**config.mk**
```make
export PLATFORM = sky130hd
export DESIGN_NAME = periodic_task_timer_table_top
export DESIGN_NICKNAME = d
export VERILOG_FILES = /design/src/rtl/ptt_pkg.sv /design/src/rtl/ptt_ram.sv /design/src/rtl/ptt_unit.sv /design/src/rtl/periodic_task_timer_table_top.sv
export SDC_FILE = /design/constraint.sdc
export NUM_CORES = 2
export LEC_CHECK = 0
export ABC_AREA = 1
export BUFFER_PORTS_ARGS = -buffer_cell sky130_fd_sc_hd__clkbuf_2
export CORE_MARGIN = 2
export CORE_UTILIZATION = 63
export DETAILED_ROUTE_END_ITERATION = 12
export PLACE_DENSITY = 0.77
export SYNTH_ARGS = -nofsm -noshare
export SYNTH_HDL_FRONTEND = slang
export SYNTH_HIERARCHICAL = 1
export SYNTH_SLANG_ARGS = --single-unit
```
**constraint.sdc**
```tcl
create_clock -name clk -period 7.4 [get_ports clk]
set_input_delay 0.37 -clock clk [delete_from_list [all_inputs] [get_ports clk]]
set_output_delay 0.37 -clock clk [all_outputs]
set_load 0.02 [all_outputs]
```
**src/rtl/ptt_pkg.sv**
```systemverilog
`default_nettype none

package ptt_pkg;

  localparam int NUM_SLOTS_DEF = 16'h10;

  localparam logic [1:0] MODE_ADD  = 2'd0;
  localparam logic [1:0] MODE_DEL  = 2'd1;
  localparam logic [1:0] MODE_TICK = 2'd2;
  localparam logic [1:0] MODE_NOP  = 2'd3;

  localparam logic [2:0] ST_DUE      = 3'd0;
  localparam logic [2:0] ST_ADDED    = 3'd1;
  localparam logic [2:0] ST_UPDATED  = 3'd2;
  localparam logic [2:0] ST_FULL     = 3'd3;
  localparam logic [2:0] ST_REMOVED  = 3'd4;
  localparam logic [2:0] ST_NOTFOUND = 3'd5;
  localparam logic [2:0] ST_NONE     = 3'd6;
  localparam logic [2:0] ST_REPEAT   = 3'd7;

  typedef enum logic [1:0] {
    S_IDLE,
    S_SCAN,
    S_REARM,
    S_FINISH
  } state_t;

  typedef enum logic {
    OP_ADD,
    OP_SUB
  } unit_op_t;

  typedef struct packed {
    logic [32:0] sum;
    logic        eq;
  } unit_res_t;

  typedef struct packed {
    logic [31:0] task_id;
    logic [30:0] period;
    logic [31:0] deadline;
  } slot_entry_t;

endpackage

`default_nettype wire

```
**src/rtl/ptt_ram.sv**
```systemverilog
`default_nettype none

module ptt_ram #(
  parameter int WIDTH = 8,
  parameter int DEPTH = 16,
  parameter int AW    = (DEPTH > 1) ? $clog2(DEPTH) : 1
) (
  input  wire logic                 clk,
  input  wire logic                 we,
  input  wire logic [AW-1:0]        waddr,
  input  wire logic [WIDTH-1:0]     wdata,
  input  wire logic [AW-1:0]        raddr,
  output logic      [WIDTH-1:0]     rdata
);

  logic [WIDTH-1:0] mem [DEPTH];

  always_ff @(posedge clk) begin
    if (we) begin
      mem[waddr] <= wdata;
    end
    rdata <= mem[raddr];
  end

endmodule

`default_nettype wire

```
**src/rtl/ptt_unit.sv**
```systemverilog
`default_nettype none

module ptt_unit
  import ptt_pkg::*;
(
  input  wire unit_op_t    op,
  input  wire logic [31:0] add_a,
  input  wire logic [31:0] add_b,
  input  wire logic [31:0] eq_a,
  input  wire logic [31:0] eq_b,
  output unit_res_t        res
);

  logic        sub;
  logic [32:0] ext_a;
  logic [32:0] ext_b;

  // Subtraction is signed and one bit wider, so bit 32 is the true sign.
  always_comb begin
    sub     = (op == OP_SUB);
    ext_a   = {sub & add_a[31], add_a};
    ext_b   = {sub & add_b[31], add_b} ^ {33{sub}};
    res.sum = ext_a + ext_b + {32'd0, sub};
    res.eq  = (eq_a == eq_b);
  end

endmodule

`default_nettype wire

```
**src/rtl/periodic_task_timer_table_top.sv**
```systemverilog
// Periodic task timer table with a configurable number of slots.
// Input words arrive on in_*: in_tuser is the mode (add, delete, tick scan),
// in_tdata carries the task id, period, first delay and the current tick.
// Results leave on out_*: out_tuser is the status, out_tlast marks the final
// result of one input word, out_tdata carries task id, slot and lateness.
// The table is swept one slot per cycle, save for a rearm step at each due slot
// and output stalls, through a slot memory with one read and one write port and
// one shared add/subtract and compare unit. An add with a zero id and a repeated
// tick value skip the sweep and go straight to their final result. The next word
// is taken only after the final result of the last one has been registered.
// in_tready is high only while the sequencer is idle.
// Results pass through one output register; when the receiver stalls, the
// sweep pauses at the next due slot or at the final result until the register
// is taken. Reset marks every slot free at once through per-slot valid flags
// and clears the last seen tick to zero; no clearing pass is needed.
`default_nettype none

module periodic_task_timer_table_top
  import ptt_pkg::*;
#(
  parameter int NUM_SLOTS = NUM_SLOTS_DEF
) (
  input  wire logic         clk,
  input  wire logic         rst_n,
  input  wire logic         in_tvalid,
  output logic              in_tready,
  // task_id[31:0], period[62:32], delay_ticks[93:63], tick_now[125:94], zero pad
  input  wire logic [127:0] in_tdata,
  // mode[1:0]
  input  wire logic [1:0]   in_tuser,
  output logic              out_tvalid,
  input  wire logic         out_tready,
  // task_id_res[31:0], slot_index[35:32], elapsed[67:36], zero pad
  output logic      [71:0]  out_tdata,
  // status[2:0]
  output logic      [2:0]   out_tuser,
  output logic              out_tlast
);

  localparam int IW = (NUM_SLOTS > 1) ? $clog2(NUM_SLOTS) : 1;
  localparam logic [IW-1:0] LAST_IDX = IW'(NUM_SLOTS - 1);

  state_t state_r, state_nxt;

  logic [1:0]  req_mode_r, req_mode_nxt;
  logic [31:0] req_id_r, req_id_nxt;
  logic [30:0] req_per_r, req_per_nxt;
  logic [30:0] req_dly_r, req_dly_nxt;
  logic [31:0] req_tick_r, req_tick_nxt;
  logic        skip_r, skip_nxt;
  logic [IW-1:0] idx_r, idx_nxt;
  logic        hit_r, hit_nxt;
  logic [IW-1:0] hit_idx_r, hit_idx_nxt;
  logic        free_r, free_nxt;
  logic [IW-1:0] free_idx_r, free_idx_nxt;
  logic [31:0] el_r, el_nxt;
  logic        pend_r, pend_nxt;
  logic [31:0] pend_id_r, pend_id_nxt;
  logic [3:0]  pend_slot_r, pend_slot_nxt;
  logic [31:0] pend_el_r, pend_el_nxt;
  logic [31:0] last_tick_r, last_tick_nxt;
  logic [NUM_SLOTS-1:0] valid_r, valid_nxt;

  logic        out_valid_r, out_valid_nxt;
  logic [2:0]  out_status_r, out_status_nxt;
  logic [31:0] out_id_r, out_id_nxt;
  logic [3:0]  out_slot_r, out_slot_nxt;
  logic [31:0] out_el_r, out_el_nxt;
  logic        out_last_r, out_last_nxt;

  logic [1:0]  in_mode;
  logic [31:0] in_id;
  logic [30:0] in_per;
  logic [30:0] in_dly;
  logic [31:0] in_tick;
  logic        in_acc;
  logic        out_free;

  unit_op_t    u_op;
  logic [31:0] u_add_a;
  logic [31:0] u_add_b;
  logic [31:0] u_eq_a;
  logic [31:0] u_eq_b;
  unit_res_t   u_res;

  logic                       ram_we;
  logic [IW-1:0]              ram_waddr;
  slot_entry_t                ram_wentry;
  logic [IW-1:0]              ram_raddr;
  logic [$bits(slot_entry_t)-1:0] ram_rdata;
  slot_entry_t                rd;

  logic slot_valid;
  logic matched;
  logic due;
  logic rearm_go;

  assign in_mode = in_tuser;
  assign in_id   = in_tdata[31:0];
  assign in_per  = in_tdata[62:32];
  assign in_dly  = in_tdata[93:63];
  assign in_tick = in_tdata[125:94];

  assign in_tready  = (state_r == S_IDLE);
  assign in_acc     = in_tvalid && in_tready;
  assign out_free   = !out_valid_r || out_tready;
  assign out_tvalid = out_valid_r;
  assign out_tuser  = out_status_r;
  assign out_tlast  = out_last_r;
  assign out_tdata  = {4'd0, out_el_r, out_slot_r, out_id_r};

  assign rd         = slot_entry_t'(ram_rdata);
  assign slot_valid = valid_r[idx_r];
  assign matched    = slot_valid && u_res.eq;
  assign due        = (req_mode_r == MODE_TICK) && slot_valid && !u_res.sum[32];
  assign rearm_go   = !pend_r || out_free;

  ptt_unit u_unit (
    .op    (u_op),
    .add_a (u_add_a),
    .add_b (u_add_b),
    .eq_a  (u_eq_a),
    .eq_b  (u_eq_b),
    .res   (u_res)
  );

  ptt_ram #(
    .WIDTH ($bits(slot_entry_t)),
    .DEPTH (NUM_SLOTS)
  ) u_slots (
    .clk   (clk),
    .we    (ram_we),
    .waddr (ram_waddr),
    .wdata (ram_wentry),
    .raddr (ram_raddr),
    .rdata (ram_rdata)
  );

  always_comb begin
    state_nxt = state_r;
    unique case (state_r)
      S_IDLE: begin
        if (in_acc && (in_mode != MODE_NOP)) begin
          if (((in_mode == MODE_ADD) && (in_id == 32'd0)) ||
              ((in_mode == MODE_TICK) && u_res.eq)) begin
            state_nxt = S_FINISH;
          end else begin
            state_nxt = S_SCAN;
          end
        end
      end
      S_SCAN: begin
        if (due) begin
          state_nxt = S_REARM;
        end else if (idx_r == LAST_IDX) begin
          state_nxt = S_FINISH;
        end
      end
      S_REARM: begin
        if (rearm_go) begin
          state_nxt = (idx_r == LAST_IDX) ? S_FINISH : S_SCAN;
        end
      end
      S_FINISH: begin
        if (out_free) begin
          state_nxt = S_IDLE;
        end
      end
      default: state_nxt = S_IDLE;
    endcase
  end

  always_comb begin
    req_mode_nxt   = req_mode_r;
    req_id_nxt     = req_id_r;
    req_per_nxt    = req_per_r;
    req_dly_nxt    = req_dly_r;
    req_tick_nxt   = req_tick_r;
    skip_nxt       = skip_r;
    idx_nxt        = idx_r;
    hit_nxt        = hit_r;
    hit_idx_nxt    = hit_idx_r;
    free_nxt       = free_r;
    free_idx_nxt   = free_idx_r;
    el_nxt         = el_r;
    pend_nxt       = pend_r;
    pend_id_nxt    = pend_id_r;
    pend_slot_nxt  = pend_slot_r;
    pend_el_nxt    = pend_el_r;
    last_tick_nxt  = last_tick_r;
    valid_nxt      = valid_r;
    out_valid_nxt  = out_valid_r && !out_tready;
    out_status_nxt = out_status_r;
    out_id_nxt     = out_id_r;
    out_slot_nxt   = out_slot_r;
    out_el_nxt     = out_el_r;
    out_last_nxt   = out_last_r;
    u_op           = OP_ADD;
    u_add_a        = req_tick_r;
    u_add_b        = {1'b0, req_dly_r};
    u_eq_a         = 32'd0;
    u_eq_b         = 32'd0;
    ram_we         = 1'b0;
    ram_waddr      = idx_r;
    ram_wentry     = '{task_id: req_id_r, period: req_per_r, deadline: u_res.sum[31:0]};
    ram_raddr      = idx_r;

    unique case (state_r)
      S_IDLE: begin
        u_eq_a    = in_tick;
        u_eq_b    = last_tick_r;
        ram_raddr = '0;
        if (in_acc) begin
          req_mode_nxt = in_mode;
          req_id_nxt   = in_id;
          req_per_nxt  = in_per;
          req_dly_nxt  = in_dly;
          req_tick_nxt = in_tick;
          skip_nxt     = ((in_mode == MODE_ADD) && (in_id == 32'd0)) ||
                         ((in_mode == MODE_TICK) && u_res.eq);
          idx_nxt      = '0;
          hit_nxt      = 1'b0;
          free_nxt     = 1'b0;
          pend_nxt     = 1'b0;
          if ((in_mode == MODE_TICK) && !u_res.eq) begin
            last_tick_nxt = in_tick;
          end
        end
      end
      S_SCAN: begin
        u_op    = OP_SUB;
        u_add_a = req_tick_r;
        u_add_b = rd.deadline;
        u_eq_a  = rd.task_id;
        u_eq_b  = req_id_r;
        if (req_mode_r == MODE_ADD) begin
          if (matched) begin
            hit_nxt     = 1'b1;
            hit_idx_nxt = idx_r;
          end else if (!slot_valid && !free_r) begin
            free_nxt     = 1'b1;
            free_idx_nxt = idx_r;
          end
        end else if (req_mode_r == MODE_DEL) begin
          if (matched && !hit_r) begin
            hit_nxt     = 1'b1;
            hit_idx_nxt = idx_r;
          end
        end
        if (due) begin
          el_nxt = u_res.sum[31:0];
        end else begin
          idx_nxt   = IW'(idx_r + 1'b1);
          ram_raddr = IW'(idx_r + 1'b1);
        end
      end
      S_REARM: begin
        u_op    = OP_ADD;
        u_add_a = req_tick_r;
        u_add_b = {1'b0, rd.period};
        if (rearm_go) begin
          if (pend_r) begin
            out_valid_nxt  = 1'b1;
            out_status_nxt = ST_DUE;
            out_id_nxt     = pend_id_r;
            out_slot_nxt   = pend_slot_r;
            out_el_nxt     = pend_el_r;
            out_last_nxt   = 1'b0;
          end
          pend_nxt      = 1'b1;
          pend_id_nxt   = rd.task_id;
          pend_slot_nxt = 4'(idx_r);
          pend_el_nxt   = el_r;
          ram_we        = 1'b1;
          ram_waddr     = idx_r;
          ram_wentry    = '{task_id: rd.task_id, period: rd.period,
                            deadline: u_res.sum[31:0]};
          idx_nxt       = IW'(idx_r + 1'b1);
          ram_raddr     = IW'(idx_r + 1'b1);
        end
      end
      S_FINISH: begin
        u_op    = OP_ADD;
        u_add_a = req_tick_r;
        u_add_b = {1'b0, req_dly_r};
        if (out_free) begin
          out_valid_nxt = 1'b1;
          out_last_nxt  = 1'b1;
          out_id_nxt    = req_id_r;
          out_slot_nxt  = 4'd0;
          out_el_nxt    = 32'd0;
          case (req_mode_r)
            MODE_ADD: begin
              if (skip_r) begin
                out_status_nxt = ST_NOTFOUND;
                out_id_nxt     = 32'd0;
              end else if (hit_r) begin
                out_status_nxt = ST_UPDATED;
                out_slot_nxt   = 4'(hit_idx_r);
                ram_we         = 1'b1;
                ram_waddr      = hit_idx_r;
              end else if (free_r) begin
                out_status_nxt         = ST_ADDED;
                out_slot_nxt           = 4'(free_idx_r);
                ram_we                 = 1'b1;
                ram_waddr              = free_idx_r;
                valid_nxt[free_idx_r]  = 1'b1;
              end else begin
                out_status_nxt = ST_FULL;
              end
            end
            MODE_DEL: begin
              if (hit_r) begin
                out_status_nxt        = ST_REMOVED;
                out_slot_nxt          = 4'(hit_idx_r);
                valid_nxt[hit_idx_r]  = 1'b0;
              end else begin
                out_status_nxt = ST_NOTFOUND;
              end
            end
            default: begin
              if (skip_r) begin
                out_status_nxt = ST_REPEAT;
                out_id_nxt     = 32'd0;
              end else if (pend_r) begin
                out_status_nxt = ST_DUE;
                out_id_nxt     = pend_id_r;
                out_slot_nxt   = pend_slot_r;
                out_el_nxt     = pend_el_r;
              end else begin
                out_status_nxt = ST_NONE;
                out_id_nxt     = 32'd0;
              end
            end
          endcase
        end
      end
      default: begin
      end
    endcase
  end

  always_ff @(posedge clk) begin
    if (!rst_n) begin
      state_r     <= S_IDLE;
      valid_r     <= '0;
      last_tick_r <= 32'd0;
      out_valid_r <= 1'b0;
      pend_r      <= 1'b0;
      hit_r       <= 1'b0;
      free_r      <= 1'b0;
      skip_r      <= 1'b0;
      idx_r       <= '0;
      req_mode_r  <= MODE_NOP;
    end else begin
      state_r     <= state_nxt;
      valid_r     <= valid_nxt;
      last_tick_r <= last_tick_nxt;
      out_valid_r <= out_valid_nxt;
      pend_r      <= pend_nxt;
      hit_r       <= hit_nxt;
      free_r      <= free_nxt;
      skip_r      <= skip_nxt;
      idx_r       <= idx_nxt;
      req_mode_r  <= req_mode_nxt;
    end
  end

  always_ff @(posedge clk) begin
    req_id_r     <= req_id_nxt;
    req_per_r    <= req_per_nxt;
    req_dly_r    <= req_dly_nxt;
    req_tick_r   <= req_tick_nxt;
    hit_idx_r    <= hit_idx_nxt;
    free_idx_r   <= free_idx_nxt;
    el_r         <= el_nxt;
    pend_id_r    <= pend_id_nxt;
    pend_slot_r  <= pend_slot_nxt;
    pend_el_r    <= pend_el_nxt;
    out_status_r <= out_status_nxt;
    out_id_r     <= out_id_nxt;
    out_slot_r   <= out_slot_nxt;
    out_el_r     <= out_el_nxt;
    out_last_r   <= out_last_nxt;
  end

endmodule

`default_nettype wire

```
* Word-level counts from Yosys, hierarchy flattened
Memories as Yosys holds them, arrays and structs flattened. A register that Yosys moved wholly into a read port is not among the register bits.
Cells that the tools add are included.
** Storage, ports and cells
- Register bits after elaboration :: 367
- Memory bits (writable) :: 1520
- Memories kept :: 1
** Memory list
- u_slots.mem :: depth 16, bits a word 95, read ports 1, clocked after Yosys merged registers in 1, wr ports 1, RTL line ptt_ram.sv:16 : logic [WIDTH-1:0] mem [DEPTH];
** Operators by class
- Add/subtract/negate cells :: 3
- Magnitude comparators :: 5
- Eq/ne operators :: 26
- Multiplexer cells :: 106
- Bitwise logic cells :: 7
- Reduce and logical (&&, ||, !) cells :: 48
** Operator list (number)
- $mux W32 :: 12
- $pmux W32 S2 :: 6
- $mux W95 :: 2
- $mux W4 :: 22
- $mux W16 :: 4
- $add A33 B1 Y33 :: 1
- $add A33 B33 Y33 :: 1
- $xor A33 B33 Y33 :: 1
- $eq A32 B32 Y1 :: 1
- $logic_not A32 Y1 :: 1
- $pmux W16 S2 :: 1
- $mux W1 :: 28
- $ne A2 B2 Y1 const B :: 12
- $pmux W4 S3 :: 2
- $mux W2 :: 9
- $mux W3 :: 6
- $and A16 B16 Y16 :: 1
- $not A16 Y16 :: 1
- $or A16 B16 Y16 :: 1
- $pmux W4 S2 :: 2
- $reduce_and A4 Y1 :: 4
- $lt A4 B5 Y1 const B :: 3
- $logic_and A1 B1 Y1 :: 13
- $ne A3 B3 Y1 const B :: 4
- other kinds (23) :: 57

* Depth between registers and ports, before layout
- Word-level depth :: 10
- Mapped depth :: 40
- Gate-level depth less buffers :: 35

* Cells and area by module
Netlist, hierarchy kept.
** By module, submodules not included
- ptt_ram :: times used 1, cells an instance 6236, area each 66810.3 um2, sequential area each 47545.6 um2
- periodic_task_timer_table_top :: times used 1, cells an instance 1510, area each 15403.5 um2, sequential area each 10410.0 um2
- ptt_unit :: times used 1, cells an instance 570, area each 3035.4 um2, sequential area each 0.0 um2

* Least setup slack after synthesis
Ideal clock, no wire load.
- Kind :: reg2reg
- Start point :: register state_r[0]
- End point :: memory u_slots/mem[12][0] (netlist name) (enable)
- Library setup time :: 0.550 ns
- Arrival time :: 5.633 ns
- Data required time :: 6.850 ns
- Path slack :: 1.217 ns
- Cell stages (with the launch flop) :: 10
- Buffers on the path :: 3
- Period minus slack after synthesis :: 6.183 ns
- Cells stage by stage :: dfxtp_1 -> inv_1 -> ha_1 -> clkbuf_1 -> nand2_2 -> buf_2 -> buf_2 -> o21ai_0 -> nand3_1 -> nor2_1
** On the way
- Cells in the longest elaborated chain, start to end :: 4
- Elaborated cells on any way between the ends :: 6
- Classes of those cells :: eq/ne: 2; mux: 4
** RTL lines
- start, declared :: RTL line periodic_task_timer_table_top.sv:43 : state_t state_r, state_nxt;
- start signal, assigned :: RTL line periodic_task_timer_table_top.sv:356 : state_r <= state_nxt;
- $eq A2 B2 Y1 :: RTL line periodic_task_timer_table_top.sv:208 : unique case (state_r)
- $pmux W1 S2 * :: RTL line periodic_task_timer_table_top.sv:208
- net ram_we :: RTL line periodic_task_timer_table_top.sv:86 : logic ram_we;
- $mux W1 * :: RTL line ptt_ram.sv:19 : if (we) begin
- $mux W1 (not written as such) * :: RTL line ptt_ram.sv:20 : mem[waddr] <= wdata;
- end, declared :: RTL line ptt_ram.sv:16
The timed path passes the listed nets; every way through them passes the cells marked *.

==> impl_metrics.json <==
{
  "vias_per_cell": 5.78,
  "die_w_um": 372,
  "fmax_mhz": 143,
  "grt_pass1_vias": 58500,
  "slew_viol_final": 0,
  "die-area_um2": 138000,
  "numCtsBuffers": 195,
  "slowest_stage": "a21oi_1",
  "fp.coreArea_um2": 134000,
  "crit_top_cell": "nand2_1",
  "cts_setup_buffers": 0,
  "worst-path-buf-inv": 6,
  "crit_arrival_ns": 7.71,
  "gr-total-overflow": 0,
  "final_cell_mix": "2544 x nand2_1, 1826 x edfxtp_1, 1393 x inv_1",
  "die_h_um": 372,
  "initial_core_util": 0.636,
  "wl_per_cell_um": 22.1,
  "stdcell_area_um2": 95800,
  "layout.nets": 8734,
  "final-hold-violation-count": 0,
  "max_stage_delay_ns": 0.62,
  "async_reset_ff_frac": 0,
  "ys_seq_area_frac": 0.680,
  "root_buffer": "clkbuf_16",
  "syn_inst": 8316,
  "crit_fanout": 152,
  "synth_edf_count": 1826,
  "fin_crit_ns": 7.01,
  "place_area_um2": 88100,
  "vias": 60700,
  "final.setup.tns_ns": 0,
  "status": "completed",
  "path_clk_slew_ns": 0.06,
  "wirelength_mm": 232,
  "start_kind": "register",
  "power_density_nw_per_um2": 454,
  "setup_viol": 0,
  "cp_top_family": "simple AND/OR/NAND/NOR gates",
  "place.port_buffers": 205,
  "grt_max_degree": 198,
  "pin_count": 212,
  "gp_congestion": 0.922,
  "drt_first_pass_iters": 9,
  "hpwl_mm": 125,
  "tritoncts": "built",
  "hold_depth": 3,
  "globalRouteTotalUtil": 0.337,
  "drtIter0Drc": 7779,
  "path_class": "reg2reg",
  "synth_cell_type_count": 43,
  "hold_path_class": "in2reg",
  "fin_skew_ns": 0.0475,
  "drc": 0,
  "cts.htree.levels": 4,
  "period_share": 0.947,
  "yosysWarningCount": 6,
  "multi_input_area_um2": 20200,
  "drive_gt1_frac": 0.0805,
  "avgSynthCellArea_um2": 10.3,
  "rows": 134,
  "cts.sinks": 1982,
  "reg2reg_depth": 31,
  "layout_commonest_cell": "nand2_1",
  "nFillCells": 8818,
  "ys_ff_latch": 1982,
  "rsz0062_at_grt": "false",
  "ant_nets": 0,
  "peakVddDrop_uv": 591,
  "synthesis.area_um2": 85200,
  "tightest_slew_ns": 1.48,
  "final-seq-area_um2": 58000,
  "cp.required_ns": 8.10,
  "antenna_found_initial": 10,
  "max-slew-margin-rel": 0.0157,
  "end_kind": "register",
  "max-cap-violations": 0,
  "syn2layout_area_growth_pct": 12.4,
  "synthFlopType": "edfxtp_1",
  "p_leak_nw": 40.7,
  "cp_num_cells": 31,
  "clkLatencyLatePin_ns": 0.84,
  "cts_buffer_depth": 3,
  "grt_pass1_wl_mm": 346
}
## final timing paths
path | startpoint | to | slack [ns]
max | state_r[0] | u_slots/rdata[44] | 0.39
min | rst_n | req_mode_r[0] | 0.12
max reg2reg | state_r[0] | u_slots/rdata[44] | 0.39
min reg2reg | el_r[3] | pend_el_r[3] | 0.42
## logic make-up (layout without fill, tap and decap cells)
logic type,after synthesis,in the layout,share of synthesized area
compound gates,365,365,0.0226
xor+xnor,73,73,0.00750
fa+ha+maj,38,38,0.00567
buf+inv,1811,2223,0.0859
flops,1982,1982,0.680
other cells,1,7,0.0000440
simple gates,4046,4046,0.198
## layer usage
layer / wire (µm) / track usage / vias up
met2: 108000 / 0.535 / 3763
met4: 11800 / 0.163 / 6
met1: 84700 / 0.450 / 28800
li1: - / - / 27400
met3: 27800 / 0.0649 / 755
met5: 35 / 0 / -
## power breakdown
part / internal [mW] / switching [mW]
combinational: 3.86 / 12.3
clock: 5.55 / 4.22
sequential: 17.0 / 0.537
total: 26.4 / 17.1
## worst min-delay path: stages
cell and delay, ns:
clkbuf_2 0.08, buf_4 0.29, o211ai_1 0.17
## registers in the layout, summed over array words and instances (netlist names), 2 cells and up
signal	count
req_dly_r	31
hit_idx_r	4
pend_el_r	32
req_tick_r	32
out_tuser	3
pend_slot_r	4
pend_id_r	32
state_r	2
req_per_r	31
req_id_r	32
last_tick_r	32
out_slot_r	4
valid_r	16
free_idx_r	4
req_mode_r	2
idx_r	4
el_r	32
u_slots/rdata	95
u_slots/mem	1520
out_el_r	32
out_id_r	32
## Yosys cell counts, types with 2 or more instances
cell type | n | share of area
a22oi_1 | 3 | 0.00026
buf_4 | 48 | 0.0042
nand4_1 | 8 | 0.00059
inv_1 | 1396 | 0.061
inv_2 | 22 | 0.00097
xnor2_1 | 27 | 0.0028
edfxtp_1 | 1826 | 0.64
nor2_2 | 7 | 0.00051
o2111ai_1 | 3 | 0.00031
nand2_1 | 2544 | 0.11
a21oi_1 | 115 | 0.0068
buf_6 | 18 | 0.0024
nor3_1 | 7 | 0.00041
nand3b_1 | 3 | 0.00026
o22ai_1 | 5 | 0.00037
buf_2 | 170 | 0.010
nor4_1 | 4 | 0.00029
o21ai_1 | 82 | 0.0048
xor2_1 | 46 | 0.0047
clkbuf_1 | 115 | 0.0051
nor3_2 | 8 | 0.00094
nand3_2 | 5 | 0.00059
nand3_1 | 1201 | 0.071
o21ai_0 | 132 | 0.0077
o211ai_1 | 8 | 0.00070
nand2_4 | 2 | 0.00026
o21bai_1 | 4 | 0.00035
nor2_1 | 237 | 0.010
a221oi_1 | 2 | 0.00021
ha_1 | 37 | 0.0054
a21oi_2 | 8 | 0.00082
dfxtp_1 | 156 | 0.037
nand2_2 | 16 | 0.0012
buf_1 | 42 | 0.0018
## per-stage QoR
stage / total power [mW] / worst slack, ns / util / hold slack [ns] / std cells
2_1_floorplan: 27.9 / 1.22 / - / 0.400 / 8319
3_3_place_gp: 32.7 / 0.764 / 0.658 / 0.401 / 10000
3_5_place_dp: 33.3 / 0.710 / 0.658 / 0.405 / 10000
4_1_cts: 43.1 / 0.679 / 0.715 / 0.0617 / 10500
5_1_grt: 45.5 / 0.108 / 0.715 / 0.126 / 10500
6_report: 43.5 / 0.394 / 0.715 / 0.116 / 10500
## repair_timing
item                                   CTS  global route
gates resized for setup                  0             0
hold buffers                           130             0
endpoints found under the hold margin  163             0
## area by class of cell
cell class                      instances  area share
Clock inverter                         77     0.00819
Antenna cell                            3   0.0000784
Sequential cell                      1982       0.605
Tap cell                             1768      0.0231
Multi-Input combinational cell       4526       0.211
Timing Repair Buffer                  439      0.0385
Inverter                             1418      0.0559
Clock buffer                          289      0.0582
Power figures use the tool's default switching activity.
